File: config.mk
export PLATFORM = sky130hd
export DESIGN_NAME = csa_front
export DESIGN_NICKNAME = d
export VERILOG_FILES = /design/src/sv/csa_pkg.sv /design/src/sv/csa_front.sv
export SDC_FILE = /design/constraint.sdc
export NUM_CORES = 1
export LEC_CHECK = 0
export BUFFER_PORTS_ARGS = -buffer_cell sky130_fd_sc_hd__buf_2
export CORE_MARGIN = 10
export CORE_UTILIZATION = 45
export DETAILED_ROUTE_END_ITERATION = 6
export GPL_TIMING_DRIVEN = 0
export SETUP_SLACK_MARGIN = 0.3
export SYNTH_ARGS = -nofsm -noshare
export SYNTH_HDL_FRONTEND = slang
export SYNTH_SLANG_ARGS = --single-unit
export TNS_END_PERCENT = 30
File: constraint.sdc
create_clock -name clk -period 2.9 [get_ports clk]
set_clock_uncertainty 0.1 [all_clocks]
set_input_delay 0.435 -clock clk [delete_from_list [all_inputs] [get_ports clk]]
set_output_delay 0.435 -clock clk [all_outputs]
set_load 0.03 [all_outputs]
File: src/sv/csa_pkg.sv
// Shared types, codes and constants of the centered score association block.
package csa_pkg;

    localparam int MAX_SAMPLES_DEF  = 4096;
    localparam int MAX_FEATURES_DEF = 1048576;
    localparam int QUEUE_DEPTH      = 4;
    localparam int VAL_W            = 16;
    localparam int WGT_W            = 16;
    localparam int SCORE_W          = 64;
    localparam int IDX_W            = 20;
    localparam int ERR_W            = 2;

    localparam logic [1:0] CMD_SAMPLE = 2'd0;
    localparam logic [1:0] CMD_CLOSE  = 2'd1;
    localparam logic [1:0] CMD_ENTRY  = 2'd2;
    localparam logic [1:0] CMD_FINISH = 2'd3;

    localparam logic [ERR_W-1:0] ERR_OK      = 2'd0;
    localparam logic [ERR_W-1:0] ERR_NO_LOAD = 2'd1;
    localparam logic [ERR_W-1:0] ERR_LENGTH  = 2'd2;

    typedef struct packed {
        logic [1:0]              kind;
        logic signed [VAL_W-1:0] value;
        logic [WGT_W-1:0]        weight;
    } cmd_t;

endpackage

File: src/sv/csa_front.sv
// Front end: classifies incoming items and queues them for the execution unit.
module csa_front
(
    input  logic                        clk,
    input  logic                        rst_n,
    input  logic                        push,
    output logic                        full,
    input  logic                        op,
    input  logic signed [15:0]          value,
    input  logic [15:0]                 weight,
    input  logic                        last,
    output logic                        cmd_valid,
    output csa_pkg::cmd_t               cmd,
    input  logic                        cmd_pop
);

    localparam int DEPTH = csa_pkg::QUEUE_DEPTH;
    localparam int PW    = $clog2(DEPTH);
    localparam int CW    = $clog2(DEPTH + 1);
    localparam logic [PW-1:0] PTR_LAST = PW'(DEPTH - 1);
    localparam logic [CW-1:0] CNT_FULL = CW'(DEPTH);

    csa_pkg::cmd_t   q_mem [DEPTH];
    logic [PW-1:0]   wr_ptr_reg, wr_ptr_next;
    logic [PW-1:0]   rd_ptr_reg, rd_ptr_next;
    logic [CW-1:0]   cnt_reg, cnt_next;
    logic            wr_en;
    logic            rd_en;
    csa_pkg::cmd_t   in_cmd;

    always_comb
    begin
        full      = (cnt_reg == CNT_FULL);
        cmd_valid = (cnt_reg != '0);
        cmd       = q_mem[rd_ptr_reg];
        wr_en     = push && !full;
        rd_en     = cmd_pop && cmd_valid;

        if (op == 1'b0)
        begin
            in_cmd.kind = last ? csa_pkg::CMD_CLOSE : csa_pkg::CMD_SAMPLE;
        end
        else
        begin
            in_cmd.kind = last ? csa_pkg::CMD_FINISH : csa_pkg::CMD_ENTRY;
        end
        in_cmd.value  = value;
        in_cmd.weight = weight;

        wr_ptr_next = wr_ptr_reg;
        rd_ptr_next = rd_ptr_reg;
        cnt_next    = cnt_reg;
        if (wr_en)
        begin
            wr_ptr_next = (wr_ptr_reg == PTR_LAST) ? '0 : wr_ptr_reg + PW'(1);
        end
        if (rd_en)
        begin
            rd_ptr_next = (rd_ptr_reg == PTR_LAST) ? '0 : rd_ptr_reg + PW'(1);
        end
        if (wr_en && !rd_en)
        begin
            cnt_next = cnt_reg + CW'(1);
        end
        else if (rd_en && !wr_en)
        begin
            cnt_next = cnt_reg - CW'(1);
        end
    end

    always_ff @(posedge clk)
    begin
        if (wr_en)
        begin
            q_mem[wr_ptr_reg] <= in_cmd;
        end
    end

    always_ff @(posedge clk or negedge rst_n)
    begin
        if (!rst_n)
        begin
            wr_ptr_reg <= '0;
            rd_ptr_reg <= '0;
            cnt_reg    <= '0;
        end
        else
        begin
            wr_ptr_reg <= wr_ptr_next;
            rd_ptr_reg <= rd_ptr_next;
            cnt_reg    <= cnt_next;
        end
    end

endmodule

* After elaboration in Yosys (flattened, before gate mapping) *
Memory sizes are Yosys's and may differ from the RTL's.
Cells that the tools add are included.
Widths: inputs -> output; s select.

word-level totals
  flip-flop bits (word level) = 7
  latch bits = 0
  memory bits (writable) = 136
  memory bits (read-only) = 0
  input bits = 38
  output and inout bits = 36
  logic and storage cells = 29
  memories = 1

memory list
  name   words  bits a word  read ports  clocked after Yosys merged registers in  wr ports  RTL line         RTL
  q_mem  4      34           1           0                                        1         csa_front.sv:23  csa_pkg::cmd_t q_mem [DEPTH];

operators by class
  $add $sub $neg = 4
  multiply operators = 0
  div/mod/pow operators = 0
  order comparisons = 0
  equal/unequal tests = 3
  shift operators = 0
  multiplexer cells = 9
  bitwise operators = 0
  reduce and logical (&&, ||, !) cells = 9

operators by type and width
  operator             count
  $mux 2               3
  $mux 3               2
  $add 2x1->2 const B  2
  $eq 2x2->1 const B   2
  $logic_and 1x1->1    4
  $mux 1               4
  $add 3x1->3 const B  1
  $eq 3x3->1 const B   1
  $logic_not 1->1      3
  $reduce_bool 3->1    1
  $sub 3x1->3 const B  1
  $reduce_bool 2->1    1

* Longest topological paths before layout *
  depth in word-level cells = 7
  mapped depth = 9

* Worst setup path after synthesis *
Ideal clock, no wire load.

  kind = reg-to-reg
  start point = reg cnt_reg[0]
  end point = reg cnt_reg[1]
  library setup time = 0.125 ns
  arrival time = 2.105 ns
  required time = 2.675 ns
  setup slack = 0.570 ns
  stages on the path, launching flop included = 8
  path buffers = 1
  period minus slack after synthesis = 2.330 ns
  cells stage by stage = dfrtp_1 nor3b_2 nor2b_1 buf_6 ha_1 inv_1 fa_1 mux2_2

between the ends
  elaborated cells between the ends (all ways) = 14

RTL lines
  element                 RTL line         RTL
  start, declared         csa_front.sv:26  logic [CW-1:0] cnt_reg, cnt_next;
  start signal, assigned  csa_front.sv:91  cnt_reg <= cnt_next;
  $eq 3x3->1              csa_front.sv:33  full = (cnt_reg == CNT_FULL);
  via full                csa_front.sv:7   output logic full,
  $logic_not 1->1         csa_front.sv:36  wr_en = push && !full;
  $logic_and 1x1->1       csa_front.sv:36
  via wr_en               csa_front.sv:27  logic wr_en;
  $logic_and 1x1->1       csa_front.sv:61  if (wr_en && !rd_en)
  $mux 3                  csa_front.sv:61
  via cnt_next[1]         csa_front.sv:26

The timed path passes the listed nets, and every way through them passes these cells. The select of a mux whose other input is x is not followed.
A chain may end at the register's enable or synchronous reset.

==> results by group <==
Place
  • DP Worst Slack: between 0.6 and 0.7 ns
  • DP Cell Count: 439
  • # port buffers: 73
  • Dpl cell area: 6061 um2
  • DP HPWL: 6061 um
  • Gp weighted congestion: approximately 0.66

Layout
  • Layout Cells excl Fill: ~470
  • Syn-to-layout area delta: 21.57%
  • Share of post-route cells with drive strength above 1: 45.85%
  • Post-layout util: between 50 and 60%
  • Max reg flops: 136
  • ANT cells: 0
  • Design Area, Final: approximately 6600 um2
  • Nets: 357

Synth
  • Post-Syn Instances: 215
  • Post-Syn Nets: 260
  • Count leader, synth: edfxtp_1
  • FF+latch count, synth: 143
  • Area share of the largest cell type after synthesis: 75.36%
  • Mapped Area: approximately 5400 um2
  • Top cells by area, synth: edfxtp_1 (75%), mux4_2 (12%), dfrtp_1 (3.2%)
  • Top cells by count, synth: edfxtp_1 (136), mux4_2 (28), dfrtp_1 (7)
  • Avg Synthesized Cell Area: 25.20 um2
  • Primary FF master, synth: edfxtp_1
  • Number of synthesized flops with an enable pin: roughly 140
  • Register area share after synthesis: 78.60%
  • Synth area leader: edfxtp_1
  • Ys async rst share: slightly below 5%
  • Synth warn: 0
  • Netlist cell types: 20

Timing
  • FMAX: 417.2 MHz
  • RSZ-0062 raised after global routing: false
  • Final worst setup slack: 0.5031 ns
  • WHS: 0.1362 ns
  • Setup_tns: 0 ns
  • Finish-stage setup viols: 0
  • Final hold vios: 0
  • Tightest Pin Transition: 0.5312 ns
  • Pins over their slew limit: 0
  • Final Critical Period: 2.397 ns
  • Slew HR: between 60% and 70%
  • Final period util: 82.65%

Setup path
  • CP arrival: ~1.9 ns
  • Launching point of the worst reg2reg path: cnt_reg[0]
  • Crit-path cells: buf_6 > buf_12 > mux4_2 > buf_2
  • R2r setup slk: 0.68 ns
  • Crit path depth: 4
  • Crit path largest cell delay: between 0.5 and 0.6 ns
  • Critical path type: reg2out
  • Type of origin of the critical path: register
  • FF-to-FF path depth: 8
  • Worst Path Required: ~2.4 ns
  • Slowest CP cell: mux4_2
  • R2R Path End: cnt_reg[2]
  • Crit path buffers/inverters: 3
  • Max FO, Critical Path: 10
  • Critical Path Sink Type: output port
  • Top delay family on crit path: buffers and inverters

GRT
  • Via count of the first global-routing pass: 2661
  • Initial antenna violation count: 0
  • Global-route wire length before repair: between 10000 and 15000 um
  • Total GRT Usage: 12.00%
  • Largest net degree at the start of global routing: 24
  • GR peak layer: met2
  • Met1 Track Usage GR: approximately 15%
  • Met2 Usage GRT: between 10% and 20%
  • Met3 GRT Util: 5.477%
  • GR Overflow Total: 0

CTS
  • CTS resizes: 0
  • CTS Buf Count: 17
  • Clk slew on worst S/H paths: 0.05 ns
  • Root Driver: clkbuf_16
  • CTS tree: done
  • Htree depth: 4
  • Clock insertion delay at the later pin of the skew report: 0.41 ns
  • Clock sink count: 143
  • CTS max path bufs: 2

Floorplan
  • Core Footprint: 11910 um2
  • Num rows: 40
  • Die Area: 16830 um2
  • Io pins: 74
  • Die Wd: between 100 and 150 um
  • Die H: 129.7 um
  • Starting Density: a little under half

Drt
  • Residual DRC: 0
  • ANT nets after route: 0
  • Drt via density: ~5.2
  • Iteration-0 DRC Markers: 195
  • Routed Wire Length: approximately 9500 um
  • DR pass1 iterations: 4
  • Vias: 2452
  • DR WL/cell: 20.14 um

Hold path
  • Worst hold path depth: 1
  • Hold Startpoint: weight[5]
  • Hold Path Sink: q_mem[2][5]
  • Hold Crit Class: in2reg

Power
  • VDD IR-drop max: 0.4925 mV
  • Power Dens Cells: 1116 nW/um2
  • Pwr Total: 7.354 mW
  • Static leakage: 2.340 nW

Status
  • Status: complete, no violations

Job
  • Max Cap Violations: 0
-- metal layers --
metal	vias up	wire length [um]
met5	-	0
met1	1262	4201
met4	0	92
met3	8	688
met2	78	4522
li1	1104	-
-- cells in the final DEF, fill, tap and decap left out --
cell type and instances:
buf_12 6, nand2_2 1, bufinv_16 1, fa_1 1, buf_6 2, dfrtp_1 7, clkinvlp_4 1, mux4_1 6
ha_1 6, clkbuf_1 6, dlygate4sd3_1 1, clkinv_1 3, nor2_1 3, mux2_4 2, mux4_2 28, nor2b_1 1
nor3b_2 1, and2_2 4, clkinv_2 4, or3_4 1, clkbuf_16 17, buf_2 77, edfxtp_1 136, inv_1 3
xor2_1 2, xnor2_1 1, mux2_2 3, buf_16 1
-- report_power, final --
part,switching (mW),internal [mW]
registers,0.122,2.74
clock network,0.741,1.16
logic,1.55,1.05
-- layout make-up --
class | count | area [um2]
Buffer | 9 | 102.6
Clock buffer | 23 | 447.9
Clock inverter | 9 | 68.82
Fill cell | 906 | 5324
Inverter | 3 | 11.26
Multi-Input combinational cell | 60 | 1051
Sequential cell | 143 | 4259
Tap cell | 147 | 183.9
Timing Repair Buffer | 78 | 462.9
-- timing repair --
action / CTS / global route
endpoints found under the setup margin: 0 / 0
setup buffers: 0 / 0
endpoints found under the hold margin: 7 / 0
hold buffers: 1 / 0
-- how the worst max path moves through the flow --
stage,from,end
floorplan,cnt_reg[0],cnt_reg[1]
global placement,cnt_reg[2],q_mem[3][17]
detailed placement,cnt_reg[0],cnt_reg[2]
CTS,rd_ptr_reg[1],cmd[26]
global route,rd_ptr_reg[0],cmd[21]
finish,rd_ptr_reg[0],cmd[11]
-- cells by family after synthesis --
logic type	share of synthesized area, %
xor gates and xnor gates	0.4850
buffers and inverters	2.101
and+or+nand+nor	1.339
DFF	78.60
muxes	15.72
adders and majority gates	1.755
(Power assumes the default switching activity.)
